===== src/sv/jsc_pkg.sv =====
package jsc_pkg;

  // Stick count and accumulator storage.
  localparam int NUM_STICKS = 2;
  localparam int ACC_DEPTH  = 2 * NUM_STICKS;
  localparam int ACC_IDX_W  = $clog2(ACC_DEPTH);
  localparam int ACC_W      = 32;

  // Fixed-point constants (Q2.14 samples).
  localparam int ONE_Q14    = 16384;
  localparam int SAMPLE_W   = 16;
  localparam int MAG_W      = 15;
  localparam int NRM_SHIFT  = 30;
  localparam int ONE_SQ     = ONE_Q14 * ONE_Q14;

  // Shared multiplier.
  localparam int MUL_W      = 32;
  localparam int PROD_W     = 2 * MUL_W;

  // Accumulation scaling: |v| * sensitivity * frame_time, then shift by 24.
  localparam int SCALED_W   = 47;
  localparam int FRAC_SHIFT = 24;
  localparam int DELTA_W    = SCALED_W - FRAC_SHIFT + 2;

  // Configuration port.
  localparam int CFG_DATA_W = 32;
  localparam int PADDR_W    = 3;
  localparam int REG_IDX_W  = PADDR_W - 2;
  localparam int DZ_W       = 15;
  localparam int SENS_W     = 16;
  localparam int FT_W       = 16;

  localparam logic [REG_IDX_W-1:0] REG_DEAD_ZONE   = 1'b0;
  localparam logic [REG_IDX_W-1:0] REG_SENSITIVITY = 1'b1;
  localparam logic [SENS_W-1:0]    SENS_RESET      = 16'd256;

  // Bit masks of the normalization search.
  localparam logic [MAG_W-1:0] MASK_TOP  = MAG_W'(ONE_Q14);
  localparam logic [MAG_W-1:0] MASK_LAST = MAG_W'(1);

  typedef struct packed {
    logic [DZ_W-1:0]   dead_zone;
    logic [SENS_W-1:0] sensitivity;
  } jsc_cfg_t;

  typedef struct packed {
    logic [MUL_W-1:0] a;
    logic [MUL_W-1:0] b;
  } jsc_mul_op_t;

  typedef enum logic [4:0] {
    ST_IDLE,
    ST_SQ_X,
    ST_SQ_Y,
    ST_SQ_DZ,
    ST_SQ_CX,
    ST_SQ_CY,
    ST_CLAMP,
    ST_NRM_TX,
    ST_NRM_TY,
    ST_NRM_PX,
    ST_NRM_PY,
    ST_NRM_LAST,
    ST_ACC_MX,
    ST_ACC_FX,
    ST_ACC_MY,
    ST_ACC_FY,
    ST_ACC_DY,
    ST_ACC_WY,
    ST_DONE
  } jsc_state_t;

endpackage


===== src/sv/jsc_stream_if.sv =====
// Sample channel: one raw stick reading per transfer.
interface jsc_in_if;
  logic               valid;
  logic               ready;
  logic               stick;
  logic signed [15:0] x_sample;
  logic signed [15:0] y_sample;
  logic [15:0]        frame_time;

  modport source (output valid, stick, x_sample, y_sample, frame_time, input ready);
  modport sink   (input valid, stick, x_sample, y_sample, frame_time, output ready);
endinterface

// Result channel: conditioned vector and updated accumulators per transfer.
interface jsc_out_if;
  logic               valid;
  logic               ready;
  logic signed [15:0] out_x;
  logic signed [15:0] out_y;
  logic signed [31:0] acc_x;
  logic signed [31:0] acc_y;
  logic               in_dead_zone;
  logic               was_normalized;

  modport source (output valid, out_x, out_y, acc_x, acc_y, in_dead_zone, was_normalized,
                  input ready);
  modport sink   (input valid, out_x, out_y, acc_x, acc_y, in_dead_zone, was_normalized,
                  output ready);
endinterface


===== src/sv/joystick_stick_conditioner.sv =====
// Channel   Direction  Handshake             Payload
// samp      in         valid/ready           stick, x_sample, y_sample, frame_time
// result    out        valid/ready           out_x, out_y, acc_x, acc_y, flags
// apb       in         psel/penable/pready   dead_zone (0x0), sensitivity (0x4)
//
// An item goes through the squaring, clamp and accumulation states before the next ready,
// and the normalization search too when the clamped vector exceeds one; every product goes
// through the one registered 32x32 multiplier, which squares and scales each candidate.
// A finished result waits in the output register, so a new sample is taken meanwhile.
// Reset is synchronous and clears the accumulators, dead_zone (0) and sensitivity (256).
// A stalled result holds the block in its final state until the output register frees.
module joystick_stick_conditioner (
  input  logic                            clk,
  input  logic                            rst,
  jsc_in_if.sink                          samp,
  jsc_out_if.source                       result,
  input  logic                            psel,
  input  logic                            penable,
  input  logic                            pwrite,
  input  logic [jsc_pkg::PADDR_W-1:0]     paddr,
  input  logic [jsc_pkg::CFG_DATA_W-1:0]  pwdata,
  output logic [jsc_pkg::CFG_DATA_W-1:0]  prdata,
  output logic                            pready
);
  import jsc_pkg::*;

  jsc_cfg_t          cfg;
  jsc_mul_op_t       mul_op;
  logic [PROD_W-1:0] prod;

  // Configuration registers.
  jsc_cfg u_cfg (
    .clk     (clk),
    .rst     (rst),
    .psel    (psel),
    .penable (penable),
    .pwrite  (pwrite),
    .paddr   (paddr),
    .pwdata  (pwdata),
    .prdata  (prdata),
    .pready  (pready),
    .cfg     (cfg)
  );

  // Shared multiplier.
  jsc_mul u_mul (
    .clk  (clk),
    .op   (mul_op),
    .prod (prod)
  );

  // Sequencer and datapath.
  jsc_core u_core (
    .clk    (clk),
    .rst    (rst),
    .samp   (samp),
    .result (result),
    .cfg    (cfg),
    .mul_op (mul_op),
    .prod   (prod)
  );

endmodule


===== src/sv/jsc_cfg.sv =====
module jsc_cfg (
  input  logic                                clk,
  input  logic                                rst,
  input  logic                                psel,
  input  logic                                penable,
  input  logic                                pwrite,
  input  logic [jsc_pkg::PADDR_W-1:0]         paddr,
  input  logic [jsc_pkg::CFG_DATA_W-1:0]      pwdata,
  output logic [jsc_pkg::CFG_DATA_W-1:0]      prdata,
  output logic                                pready,
  output jsc_pkg::jsc_cfg_t                   cfg
);
  import jsc_pkg::*;

  logic                 wr_en;
  logic [REG_IDX_W-1:0] reg_sel;

  // Word-aligned register decode; a write lands in the access phase.
  assign reg_sel = paddr[PADDR_W-1:2];
  assign wr_en   = psel && penable && pwrite;
  assign pready  = 1'b1;

  // Register writes.
  always_ff @(posedge clk) begin
    if (rst) begin
      cfg.dead_zone   <= '0;
      cfg.sensitivity <= SENS_RESET;
    end else if (wr_en) begin
      unique case (reg_sel)
        REG_DEAD_ZONE:   cfg.dead_zone   <= pwdata[DZ_W-1:0];
        REG_SENSITIVITY: cfg.sensitivity <= pwdata[SENS_W-1:0];
      endcase
    end
  end

  // Read back.
  always_comb begin
    unique case (reg_sel)
      REG_DEAD_ZONE:   prdata = CFG_DATA_W'(cfg.dead_zone);
      REG_SENSITIVITY: prdata = CFG_DATA_W'(cfg.sensitivity);
    endcase
  end

endmodule


===== src/sv/jsc_mul.sv =====
module jsc_mul (
  input  logic                         clk,
  input  jsc_pkg::jsc_mul_op_t         op,
  output logic [jsc_pkg::PROD_W-1:0]   prod
);
  import jsc_pkg::*;

  // Unsigned 32x32 product, registered; the result is ready in the next cycle.
  always_ff @(posedge clk) begin
    prod <= PROD_W'(op.a) * PROD_W'(op.b);
  end

endmodule


===== src/sv/jsc_core.sv =====
module jsc_core (
  input  logic                         clk,
  input  logic                         rst,
  jsc_in_if.sink                       samp,
  jsc_out_if.source                    result,
  input  jsc_pkg::jsc_cfg_t            cfg,
  output jsc_pkg::jsc_mul_op_t         mul_op,
  input  logic [jsc_pkg::PROD_W-1:0]   prod
);
  import jsc_pkg::*;

  jsc_state_t state, state_next;

  // Latched sample.
  logic [SAMPLE_W-1:0]  mag_x, mag_y;
  logic                 sgn_x, sgn_y;
  logic [FT_W-1:0]      ft;
  logic [ACC_IDX_W-1:0] base_idx;

  // Squared lengths.
  logic [31:0]          len2;
  logic [29:0]          dz2;
  logic [28:0]          cx2, cy2;
  logic [29:0]          c2;
  logic                 dead, nrm;

  // Conditioned magnitudes; during normalization they hold the search result.
  logic [MAG_W-1:0]     vx_mag, vy_mag, ycand, mask;
  logic [MUL_W-1:0]     tsq;
  logic [DELTA_W-1:0]   delta;

  logic [ACC_W-1:0]     acc [ACC_DEPTH];
  logic [ACC_W-1:0]     res_acc_x, res_acc_y;

  // Combinational helpers.
  logic [SAMPLE_W-1:0]  in_mag_x, in_mag_y;
  logic [ACC_IDX_W-1:0] stick_sel, acc_idx;
  logic [MAG_W-1:0]     cmx, cmy, cand_x, cand_y;
  logic [MAG_W:0]       tx, ty;
  logic [29:0]          c2_sum;
  logic                 over_one;
  logic [PROD_W-1:0]    rhs_x, rhs_y;
  logic                 x_fits, y_fits;
  logic                 delta_neg;
  logic [SCALED_W-1:0]  scaled_rnd;
  logic [DELTA_W-1:0]   q_ext, delta_new;
  logic [ACC_W-1:0]     acc_rd, acc_sat;
  logic [ACC_W:0]       acc_sum;
  logic                 out_free;
  logic [SAMPLE_W-1:0]  vx16, vy16;

  // Magnitudes of the incoming sample; the most negative code maps to 32768.
  assign in_mag_x = samp.x_sample[SAMPLE_W-1] ? (~samp.x_sample + 16'd1) : samp.x_sample;
  assign in_mag_y = samp.y_sample[SAMPLE_W-1] ? (~samp.y_sample + 16'd1) : samp.y_sample;

  // An out-of-range stick index falls back to the last stick.
  assign stick_sel = (ACC_IDX_W'(samp.stick) >= ACC_IDX_W'(NUM_STICKS)) ?
                     ACC_IDX_W'(NUM_STICKS - 1) : ACC_IDX_W'(samp.stick);

  // Clamp each axis to one.
  assign cmx = (mag_x > SAMPLE_W'(ONE_Q14)) ? MAG_W'(ONE_Q14) : mag_x[MAG_W-1:0];
  assign cmy = (mag_y > SAMPLE_W'(ONE_Q14)) ? MAG_W'(ONE_Q14) : mag_y[MAG_W-1:0];

  assign c2_sum   = 30'(cx2) + 30'(prod[28:0]);
  assign over_one = c2_sum > 30'(ONE_SQ);

  // Normalization search: candidate t = 2*cand - 1, accepted when t^2 * c2 <= mag^2 * 2^30.
  assign cand_x = vx_mag | mask;
  assign cand_y = vy_mag | mask;
  assign tx     = {cand_x, 1'b0} - (MAG_W+1)'(1);
  assign ty     = {cand_y, 1'b0} - (MAG_W+1)'(1);
  assign rhs_x  = PROD_W'(cx2) << NRM_SHIFT;
  assign rhs_y  = PROD_W'(cy2) << NRM_SHIFT;
  assign x_fits = prod <= rhs_x;
  assign y_fits = prod <= rhs_y;

  // Scaled increment, floor of the signed product over 2^24.
  assign delta_neg  = (state == ST_ACC_MY) ? sgn_x : sgn_y;
  assign scaled_rnd = prod[SCALED_W-1:0] +
                      (delta_neg ? SCALED_W'((1 << FRAC_SHIFT) - 1) : SCALED_W'(0));
  assign q_ext      = DELTA_W'(scaled_rnd[SCALED_W-1:FRAC_SHIFT]);
  assign delta_new  = delta_neg ? (~q_ext + DELTA_W'(1)) : q_ext;

  // Saturating accumulator update; one accumulator is read per cycle.
  assign acc_idx = (state == ST_ACC_WY) ? (base_idx | ACC_IDX_W'(1)) : base_idx;
  assign acc_rd  = acc[acc_idx];
  assign acc_sum = {acc_rd[ACC_W-1], acc_rd} +
                   {{(ACC_W + 1 - DELTA_W){delta[DELTA_W-1]}}, delta};
  assign acc_sat = (acc_sum[ACC_W] != acc_sum[ACC_W-1]) ?
                   (acc_sum[ACC_W] ? {1'b1, {(ACC_W-1){1'b0}}} : {1'b0, {(ACC_W-1){1'b1}}}) :
                   acc_sum[ACC_W-1:0];

  assign out_free = !result.valid || result.ready;
  assign vx16     = SAMPLE_W'(vx_mag);
  assign vy16     = SAMPLE_W'(vy_mag);

  // Next state.
  always_comb begin
    state_next = state;
    unique case (state)
      ST_IDLE:     if (samp.valid) state_next = ST_SQ_X;
      ST_SQ_X:     state_next = ST_SQ_Y;
      ST_SQ_Y:     state_next = ST_SQ_DZ;
      ST_SQ_DZ:    state_next = ST_SQ_CX;
      ST_SQ_CX:    state_next = ST_SQ_CY;
      ST_SQ_CY:    state_next = ST_CLAMP;
      ST_CLAMP:    state_next = (!dead && over_one) ? ST_NRM_TX : ST_ACC_MX;
      ST_NRM_TX:   state_next = ST_NRM_TY;
      ST_NRM_TY:   state_next = ST_NRM_PX;
      ST_NRM_PX:   state_next = ST_NRM_PY;
      ST_NRM_PY:   state_next = (mask == MASK_LAST) ? ST_NRM_LAST : ST_NRM_TX;
      ST_NRM_LAST: state_next = ST_ACC_MX;
      ST_ACC_MX:   state_next = ST_ACC_FX;
      ST_ACC_FX:   state_next = ST_ACC_MY;
      ST_ACC_MY:   state_next = ST_ACC_FY;
      ST_ACC_FY:   state_next = ST_ACC_DY;
      ST_ACC_DY:   state_next = ST_ACC_WY;
      ST_ACC_WY:   state_next = ST_DONE;
      ST_DONE:     if (out_free) state_next = ST_IDLE;
      default:     state_next = ST_IDLE;
    endcase
  end

  // Multiplier operands and the input handshake.
  always_comb begin
    mul_op     = '0;
    samp.ready = 1'b0;
    unique case (state)
      ST_IDLE:   samp.ready = 1'b1;
      ST_SQ_X:   begin mul_op.a = MUL_W'(mag_x);         mul_op.b = MUL_W'(mag_x); end
      ST_SQ_Y:   begin mul_op.a = MUL_W'(mag_y);         mul_op.b = MUL_W'(mag_y); end
      ST_SQ_DZ:  begin
        mul_op.a = MUL_W'(cfg.dead_zone);
        mul_op.b = MUL_W'(cfg.dead_zone);
      end
      ST_SQ_CX:  begin mul_op.a = MUL_W'(cmx);           mul_op.b = MUL_W'(cmx); end
      ST_SQ_CY:  begin mul_op.a = MUL_W'(cmy);           mul_op.b = MUL_W'(cmy); end
      ST_NRM_TX: begin mul_op.a = MUL_W'(tx);            mul_op.b = MUL_W'(tx); end
      ST_NRM_TY: begin mul_op.a = MUL_W'(ty);            mul_op.b = MUL_W'(ty); end
      ST_NRM_PX: begin mul_op.a = tsq;                   mul_op.b = MUL_W'(c2); end
      ST_NRM_PY: begin mul_op.a = tsq;                   mul_op.b = MUL_W'(c2); end
      ST_ACC_MX: begin
        mul_op.a = MUL_W'(vx_mag);
        mul_op.b = MUL_W'(cfg.sensitivity);
      end
      ST_ACC_FX: begin mul_op.a = MUL_W'(prod[30:0]);    mul_op.b = MUL_W'(ft); end
      ST_ACC_MY: begin
        mul_op.a = MUL_W'(vy_mag);
        mul_op.b = MUL_W'(cfg.sensitivity);
      end
      ST_ACC_FY: begin mul_op.a = MUL_W'(prod[30:0]);    mul_op.b = MUL_W'(ft); end
      default:   mul_op = '0;
    endcase
  end

  // Control state, accumulators and the result valid flag.
  always_ff @(posedge clk) begin
    if (rst) begin
      state        <= ST_IDLE;
      result.valid <= 1'b0;
      for (int i = 0; i < ACC_DEPTH; i++) begin
        acc[i] <= '0;
      end
    end else begin
      state <= state_next;
      if (state == ST_ACC_FY || state == ST_ACC_WY) begin
        acc[acc_idx] <= acc_sat;
      end
      if (state == ST_DONE && out_free) begin
        result.valid <= 1'b1;
      end else if (result.ready) begin
        result.valid <= 1'b0;
      end
    end
  end

  // Datapath registers, one step per state.
  always_ff @(posedge clk) begin
    unique case (state)
      ST_IDLE: begin
        mag_x    <= in_mag_x;
        mag_y    <= in_mag_y;
        sgn_x    <= samp.x_sample[SAMPLE_W-1];
        sgn_y    <= samp.y_sample[SAMPLE_W-1];
        ft       <= samp.frame_time;
        base_idx <= stick_sel << 1;
      end
      ST_SQ_Y:  len2 <= prod[31:0];
      ST_SQ_DZ: len2 <= len2 + prod[31:0];
      ST_SQ_CX: dz2  <= prod[29:0];
      ST_SQ_CY: begin
        cx2  <= prod[28:0];
        dead <= len2 < 32'(dz2);
      end
      ST_CLAMP: begin
        cy2  <= prod[28:0];
        c2   <= c2_sum;
        nrm  <= !dead && over_one;
        mask <= MASK_TOP;
        if (dead || over_one) begin
          vx_mag <= '0;
          vy_mag <= '0;
        end else begin
          vx_mag <= cmx;
          vy_mag <= cmy;
        end
      end
      // The y decision of the previous bit arrives while x starts the next one.
      ST_NRM_TX: if (mask != MASK_TOP && y_fits) vy_mag <= ycand;
      ST_NRM_TY: begin
        tsq   <= prod[MUL_W-1:0];
        ycand <= cand_y;
      end
      ST_NRM_PX: tsq <= prod[MUL_W-1:0];
      ST_NRM_PY: begin
        if (x_fits) vx_mag <= cand_x;
        mask <= mask >> 1;
      end
      ST_NRM_LAST: if (y_fits) vy_mag <= ycand;
      ST_ACC_MY:   delta <= delta_new;
      ST_ACC_FY:   res_acc_x <= acc_sat;
      ST_ACC_DY:   delta <= delta_new;
      ST_ACC_WY:   res_acc_y <= acc_sat;
      ST_DONE: begin
        if (out_free) begin
          result.out_x          <= sgn_x ? (~vx16 + 16'd1) : vx16;
          result.out_y          <= sgn_y ? (~vy16 + 16'd1) : vy16;
          result.acc_x          <= res_acc_x;
          result.acc_y          <= res_acc_y;
          result.in_dead_zone   <= dead;
          result.was_normalized <= nrm;
        end
      end
      default: ;
    endcase
  end

endmodule


===== src/flat_wrapper.sv =====
// flat-port wrapper written by rule: the top's interface ports become plain ports
module joystick_stick_conditioner_flat import jsc_pkg::*;
  (clk, rst, psel, penable, pwrite, paddr, pwdata, prdata, pready, samp_valid, samp_stick, samp_x_sample, samp_y_sample, samp_frame_time, samp_ready, result_valid, result_out_x, result_out_y, result_acc_x, result_acc_y, result_in_dead_zone, result_was_normalized, result_ready);
  jsc_in_if samp_i ();
  jsc_out_if result_i ();
  input  logic clk;
  input  logic rst;
  input  logic psel;
  input  logic penable;
  input  logic pwrite;
  input  logic [jsc_pkg::PADDR_W-1:0] paddr;
  input  logic [jsc_pkg::CFG_DATA_W-1:0] pwdata;
  output logic [jsc_pkg::CFG_DATA_W-1:0] prdata;
  output logic pready;
  input wire logic [$bits(samp_i.valid)-1:0] samp_valid;
  input wire logic [$bits(samp_i.stick)-1:0] samp_stick;
  input wire logic [$bits(samp_i.x_sample)-1:0] samp_x_sample;
  input wire logic [$bits(samp_i.y_sample)-1:0] samp_y_sample;
  input wire logic [$bits(samp_i.frame_time)-1:0] samp_frame_time;
  output wire logic [$bits(samp_i.ready)-1:0] samp_ready;
  output wire logic [$bits(result_i.valid)-1:0] result_valid;
  output wire logic [$bits(result_i.out_x)-1:0] result_out_x;
  output wire logic [$bits(result_i.out_y)-1:0] result_out_y;
  output wire logic [$bits(result_i.acc_x)-1:0] result_acc_x;
  output wire logic [$bits(result_i.acc_y)-1:0] result_acc_y;
  output wire logic [$bits(result_i.in_dead_zone)-1:0] result_in_dead_zone;
  output wire logic [$bits(result_i.was_normalized)-1:0] result_was_normalized;
  input wire logic [$bits(result_i.ready)-1:0] result_ready;
  assign samp_i.valid = samp_valid;
  assign samp_i.stick = samp_stick;
  assign samp_i.x_sample = samp_x_sample;
  assign samp_i.y_sample = samp_y_sample;
  assign samp_i.frame_time = samp_frame_time;
  assign samp_ready = samp_i.ready;
  assign result_valid = result_i.valid;
  assign result_out_x = result_i.out_x;
  assign result_out_y = result_i.out_y;
  assign result_acc_x = result_i.acc_x;
  assign result_acc_y = result_i.acc_y;
  assign result_in_dead_zone = result_i.in_dead_zone;
  assign result_was_normalized = result_i.was_normalized;
  assign result_i.ready = result_ready;
  joystick_stick_conditioner u_core (.clk(clk), .rst(rst), .samp(samp_i), .result(result_i), .psel(psel), .penable(penable), .pwrite(pwrite), .paddr(paddr), .pwdata(pwdata), .prdata(prdata), .pready(pready));
endmodule

===== config.mk =====
export PLATFORM = sky130hd
export DESIGN_NAME = joystick_stick_conditioner_flat
export DESIGN_NICKNAME = d
export VERILOG_FILES = /design/src/sv/jsc_pkg.sv /design/src/sv/jsc_stream_if.sv /design/src/sv/joystick_stick_conditioner.sv /design/src/sv/jsc_cfg.sv /design/src/sv/jsc_mul.sv /design/src/sv/jsc_core.sv /design/src/flat_wrapper.sv
export SDC_FILE = /design/constraint.sdc
export NUM_CORES = 2
export LEC_CHECK = 0
export ABC_AREA = 1
export BUFFER_PORTS_ARGS = -buffer_cell sky130_fd_sc_hd__buf_2
export CAP_MARGIN = 20
export CORE_ASPECT_RATIO = 1.75
export CORE_MARGIN = 4
export CORE_UTILIZATION = 50
export CTS_BUF_LIST = sky130_fd_sc_hd__clkbuf_16
export DETAILED_ROUTE_END_ITERATION = 8
export GPL_TIMING_DRIVEN = 0
export MAX_ROUTING_LAYER = met4
export PLACE_DENSITY = 0.66
export SKIP_CTS_REPAIR_TIMING = 1
export SYNTH_ARGS = -nofsm -noshare
export SYNTH_HDL_FRONTEND = slang
export SYNTH_SLANG_ARGS = --single-unit
export TNS_END_PERCENT = 100

===== constraint.sdc =====
create_clock -name clk -period 10.74 [get_ports clk]
set_clock_uncertainty 0.05 [all_clocks]
set_input_delay 1.074 -clock clk [delete_from_list [all_inputs] [get_ports clk]]
set_output_delay 1.074 -clock clk [all_outputs]
set_load 0.02 [all_outputs]

# Word level (Yosys, flattened, before mapping)
# Memory sizes are Yosys's and may differ from the RTL's.
# Index checks and enable logic that the tools add are counted.
[word_totals] regBits=583 ram_bits=128 inputBits=91 out_inout_bits=133 elab_cells=155 memories=1
[op_classes] add_sub_neg=11 multipliers=1 n_lt_le_gt_ge=6 n_eq_ne=26 mux=39 bitwise_logic=8 n_reduce_logical=26
[memory_table] name="u_core.u_core.acc" depth=4 width=32 rd=1 rd_ports_with_merged_regs=0 write_ports=4 line_no="jsc_core.sv:32" rtl="logic [ACC_W-1:0] acc [ACC_DEPTH];"
[ops] op="64-bit one-hot mux with 11 select lines" n=1
[ops] op="15-bit 2-to-1 mux" n=11
[ops] op="64-bit by 59-bit less-or-equal comparator with 1-bit output" n=2
[ops] op="32-bit one-hot mux with 2 select lines" n=2
[ops] op="32-bit 2-to-1 mux" n=3
[ops] op="5-bit one-hot mux with 19 select lines" n=1
[ops] op="16-bit by 1-bit adder with 16-bit output, second input constant" n=4
[ops] op="32-bit by 32-bit multiplier with 64-bit output" n=1
[ops] op="15-bit one-hot mux with 2 select lines" n=2
[ops] op="47-bit by 24-bit adder with 47-bit output" n=1
[ops] op="15-bit one-hot mux with 3 select lines" n=1
[ops] op="5-bit by 4-bit == test with 1-bit output, second input constant" n=8
[ops] op="32-bit by 25-bit adder with 33-bit output" n=1
[ops] op="32-bit adder" n=1
[ops] op="16-bit by 15-bit greater-than comparator with 1-bit output, second input constant" n=2
[ops] op="32-bit by 30-bit less-than comparator with 1-bit output" n=1
[ops] op="15-bit NOT with 16-bit output" n=2
[ops] op="16-bit NOT" n=2
[ops] op="32-bit OR reduction" n=1
[ops] op="16-bit by 1-bit subtractor with 16-bit output, second input constant" n=2
[ops] op="29-bit by 29-bit adder with 30-bit output" n=1
[ops] op="30-bit by 29-bit greater-than comparator with 1-bit output, second input constant" n=1
[ops] op="15-bit OR" n=2
[ops] op="25-bit by 1-bit adder with 25-bit output, second input constant" n=1
[ops] op="25 further kinds" n=63

# Logic depth before layout (Yosys ltp)
[logic_depth] word_depth=7 depth_mapped=47 ltp_nobuf=46

# Modules after synthesis
# A second synthesis with hierarchy kept.
[unflattened] cells_unflattened=9177 area_unflattened_um2=74715.4
[by_module_without_submodules] mod="jsc_mul" instances=1 cells_per_inst=5019 area_each_um2=37332.1 seq_area_each_um2=1281.2
[by_module_without_submodules] mod="jsc_core" instances=1 cells_per_inst=3899 area_each_um2=35710.5 seq_area_each_um2=18437.7
[by_module_without_submodules] mod="jsc_cfg" instances=1 cells_per_inst=259 area_each_um2=1672.9 seq_area_each_um2=620.6

# Worst setup path before layout
# Ideal clock, no wire load.
[synth_timing] path_type="register -> register" startpoint="register u_core.u_core.state[4]" endpoint="register u_core.u_mul.prod[49] (netlist name)" setup_ns=0.072 arrival_time_ns=8.650 t_required_ns=10.618 slack_ns=1.968 path_stages_with_launch=39 n_path_buf=1 synth_period_minus_slack_ns=8.772 cell_sequence="dfxtp_1 inv_2 nand2_1 nor2_2 inv_2 nor2_1 nor2_1 nor2_1 nor3_1 o311ai_1 inv_1 nand2_1 buf_2 nand2_1 fa_1 inv_1 fa_1 inv_1 [3 not listed] inv_1 fa_1 fa_1 inv_1 fa_1 inv_1 ha_1 nand2_1 nor2_1 nand4_1 o211ai_1 a21oi_1 inv_1 a21oi_1 o21ai_0 nand2_1 nand2_1 xor2_1"
[synth_between] elab_chain_cells=4 elab_cells_between_ends=17 classes_between="1 x mul; 13 x eq/ne; 1 x mux; 2 x reduce/logical"
[synth_lines] element="from (decl)" line_no="jsc_core.sv:12" rtl="jsc_state_t state, state_next;"
[synth_lines] element="from (signal assigned)" line_no="jsc_core.sv:165" rtl="state <= state_next;"
[synth_lines] element="5-bit by 4-bit == test with 1-bit output" line_no="jsc_core.sv:128" rtl="unique case (state)"
[synth_lines] element="2-bit OR reduction (no line)"
[synth_lines] element="64-bit one-hot mux with 11 select lines (*)" line_no="jsc_core.sv:128"
[synth_lines] element="32-bit by 32-bit multiplier with 64-bit output (*)" line_no="jsc_mul.sv:10" rtl="prod <= PROD_W'(op.a) * PROD_W'(op.b);"
[synth_lines] element="to (signal assigned)" line_no="jsc_mul.sv:10"
[synth_lines] element="to (decl)" line_no="jsc_mul.sv:4" rtl="output logic [jsc_pkg::PROD_W-1:0] prod"
# Every way passes the cells marked *; elsewhere a longest branch is shown, timed or not.
# A chain may end at the register's enable or synchronous reset.

# Worst setup path in the final report
[layout_timing] startpoint="register u_core.u_core.state[4]" endpoint="register u_core.u_mul.prod[54] (netlist name)"
# The elaborated chain is that of the path after synthesis.

==> impl_metrics.py <==
metrics = {
    "status": {
        "outcome": "finished clean",
    },
    "sta": {
        "rsz0062_at_grt": "yes",
        "worst_pin_slew_ns": 1.28,
        "fin_tns_setup_ns": 0,
        "hold_viol_final": 0,
        "period_share": 0.974,
        "fmax_mhz": 95.6,
        "min_period_ns": 10.46,
        "slew_headroom": 0.144,
        "drv_slew": 0,
        "setup_viol": 0,
    },
    "detailed_routing": {
        "totalWireLength_um": 293000,
        "dr.pass1.iters": 6,
        "antenna_left": 0,
        "vias": 59500,
        "vias_per_cell": 5.72,
        "drt-initial-drc-count": 4476,
        "route.detailed.wl_per_inst_um": 28.2,
        "drc": 0,
    },
    "cts": {
        "cts_tree": "done",
        "clockBufferDepth": 3,
        "cts.htree.levels": 3,
        "clock_latency_ns": 0.67,
        "clockRootBuffer": "clkbuf_16",
        "clkTransAtPathRegs_ns": 0.07,
        "numCtsBuffers": 66,
        "cts_num_sinks": 711,
    },
    "critical_path": {
        "r2r-start": "u_core.u_core.state[4]$_SDFFE_PP0P_",
        "r2r_slack_ns": 0.28,
        "crit_fanout": 10,
        "crit_path_end_kind": "register",
        "startpoint_type": "register",
        "required_ns": 11.26,
        "cp_common_cell": "fa_1",
        "critPathKind": "register to register",
        "slowest_delay_ns": 0.74,
        "worst_ep_arrival_time_ns": 10.98,
        "cp_slowest_cell": "fa_1",
        "rr_endpoint": "u_core.u_mul.prod[54]$_DFF_P_",
        "rr_worst_depth": 35,
    },
    "finish": {
        "area_delta_synth_final_pct": 9.59,
        "seqCellArea_sq_um": 20300,
        "post-route-util": 0.552,
        "drive_above_1_share": 0.0725,
        "multi_input_area_sq_um": 42100,
        "fin_cells": 10400,
        "nets": 9926,
        "fill_cells": 13200,
    },
    "synth": {
        "synth_top_area_frac": 0.261,
        "syn-instance-count": 8185,
        "ys_top_cells_by_area": "edfxtp_1, fa_1, inv_1",
        "synth-main-ff-cell": "edfxtp_1",
        "yosysWarnings": 0,
        "synth_top_cell_by_area": "edfxtp_1",
        "yosys_register_bits": 711,
        "synth_area_sq_um": 70200,
        "synth_edf_count": 610,
        "syn_area_per_cell_sq_um": 8.58,
        "synthDistinctLibCells": 66,
        "synthTopCellsByCount": "inv_1, nand2_1, fa_1",
        "synthArstFlopShare": 0,
        "seq_area_frac_synth": 0.290,
        "synth.most_common_cell": "inv_1",
    },
    "grt": {
        "grt_usage": 0.407,
        "grt_antenna_before_repair": 7,
        "grt_max_degree": 37,
        "grt_pass1_vias": 61800,
        "grt_pass1_wl_um": 416000,
        "gr-total-overflow": 0,
    },
    "die": {
        "coreArea_sq_um": 139000,
        "die_area_sq_um": 147000,
        "start_util": 0.504,
        "num_rows": 181,
        "die_x_um": 291,
        "io-pin-count": 224,
        "fp.dieH_um": 504,
    },
    "pwr": {
        "netSwitchingFraction": 0.524,
        "leakage_nw": 38.2,
        "power.net_switching_w": 0.00789,
        "p_int_w": 0.00716,
        "seq_power_share": 0.264,
        "p_clk_frac": 0.166,
        "vdd_drop_max_v": 0.000260,
        "power_frac_comb": 0.570,
        "powerDensity_nw_per_um2": 196,
    },
    "worst_hold_path": {
        "hold_depth": 0,
        "min_from": "u_core.u_core.res_acc_y[8]$_DFFE_PP_",
        "min_to": "u_core.u_core.result.acc_y[8]$_DFFE_PP_",
        "hold_class": "register to register",
    },
    "flow_run": {
        "cap_violations": 0,
    },
    "place": {
        "io_buffers": 188,
        "hpwlAfterDp_um": 246000,
        "place.gp.congestion": 1.09,
        "placed_cells_incl_taps": 10300,
    },
}
-- worst max path at each step --
| stage | start | to | slack [ns] | cells after the start |
|---|---|---|---|---|
| 3_5_place_dp | u_core.u_core.state[1]$_SDFFE_PP0P_ | u_core.u_mul.prod[54]$_DFF_P_ | -0.98 | 32 |
| 2_1_floorplan | u_core.u_core.state[4]$_SDFFE_PP0P_ | u_core.u_mul.prod[49]$_DFF_P_ | 1.97 | 38 |
| 5_1_grt | u_core.u_core.state[1]$_SDFFE_PP0P_ | u_core.u_mul.prod[56]$_DFF_P_ | -0.08 | 33 |
| 3_3_place_gp | u_core.u_core.state[0]$_SDFFE_PP0P_ | u_core.u_mul.prod[54]$_DFF_P_ | -1.74 | 35 |
| 6_report | u_core.u_core.state[4]$_SDFFE_PP0P_ | u_core.u_mul.prod[54]$_DFF_P_ | 0.28 | 35 |
| 4_1_cts | u_core.u_core.state[1]$_SDFFE_PP0P_ | u_core.u_mul.prod[54]$_DFF_P_ | -1.01 | 32 |
-- power groups by stage --
stage | Combinational [W] | Sequential [W] | Clock (W)
2_1_floorplan | 0.00480 | 0.00370 | 0
3_3_place_gp | 0.00815 | 0.00403 | 0
3_5_place_dp | 0.00828 | 0.00401 | 0
4_1_cts | 0.00833 | 0.00395 | 0.00253
5_1_grt | 0.00905 | 0.00396 | 0.00264
6_report | 0.00858 | 0.00397 | 0.00251
-- sequential cells by signal (all words and copies together), names as in the netlist, 16 cells and up --
signal and cells:
u_core.u_cfg.cfg 31, u_core.u_core.acc 128, u_core.u_core.c2 30, u_core.u_core.cx2 29
u_core.u_core.cy2 29, u_core.u_core.delta 25, u_core.u_core.dz2 30, u_core.u_core.ft 16
u_core.u_core.len2 32, u_core.u_core.mag_x 16, u_core.u_core.mag_y 16, u_core.u_core.res_acc_x 32
u_core.u_core.res_acc_y 32, u_core.u_core.result.acc_x 32, u_core.u_core.result.acc_y 32, u_core.u_core.result.out_x 16
u_core.u_core.result.out_y 16, u_core.u_core.tsq 32, u_core.u_mul.prod 64
-- placed cells by master (no fill, tap or decap), types with 101 or more instances in the layout --
| master | synthesis | layout |
|---|---|---|
| nand3_1 | 189 | 186 |
| nor2_1 | 693 | 679 |
| dfxtp_1 | 101 | 101 |
| xor2_1 | 120 | 120 |
| buf_2 | 112 | 286 |
| a21oi_1 | 501 | 498 |
| o21ai_0 | 256 | 251 |
| nand2_1 | 1687 | 1672 |
| edfxtp_1 | 610 | 610 |
| ha_1 | 490 | 490 |
| fa_1 | 842 | 841 |
| inv_1 | 1824 | 1832 |
-- stage by stage --
step / setup slack, ns / hold WS [ns] / power [W] / instance area, sq um
2_1_floorplan: 1.97 / 0.350 / 0.00850 / 70300
3_3_place_gp: -1.74 / 0.350 / 0.0122 / 73500
6_report: 0.278 / 0.371 / 0.0151 / 76900
3_5_place_dp: -0.981 / 0.355 / 0.0123 / 74100
5_1_grt: -0.0795 / 0.372 / 0.0156 / 76900
4_1_cts: -1.01 / 0.371 / 0.0148 / 76400
-- critical path: cells and delay by family (launching register included) --
kind	cells	cell delay (ns)
buf+inv	9	1.69
simple gates	11	1.86
compound gates	5	1.25
fa+ha+maj	9	4.76
xor+xnor	1	0.19
flops	1	0.56
-- logic make-up after synthesis --
logic type / share of synthesized area
adder cells (fa/ha/maj): 0.327
buffers and inverters: 0.117
AND/OR/NAND/NOR: 0.162
AO/OA/AOI/OAI: 0.0811
XOR/XNOR: 0.0228
other: 0.000107
flip-flops: 0.290
-- per-layer routing --
| metal | GRT usage | wire length, um |
|---|---|---|
| met1 | 0.364 | 87100 |
| met5 | - | 0 |
| met3 | 0.0496 | 15500 |
| met4 | 0.411 | 40200 |
| met2 | 0.719 | 151000 |
-- layout make-up --
class / instances / area share
Multi-Input combinational cell: 5368 / 0.547
Sequential cell: 711 / 0.264
Inverter: 1861 / 0.0911
Tap cell: 1830 / 0.0298
Timing Repair Buffer: 237 / 0.0220
Clock buffer: 66 / 0.0215
Buffer: 258 / 0.0164
Clock inverter: 55 / 0.00751
Antenna cell: 10 / 0.000325
Note: power is estimated with default switching activity, not from simulation.
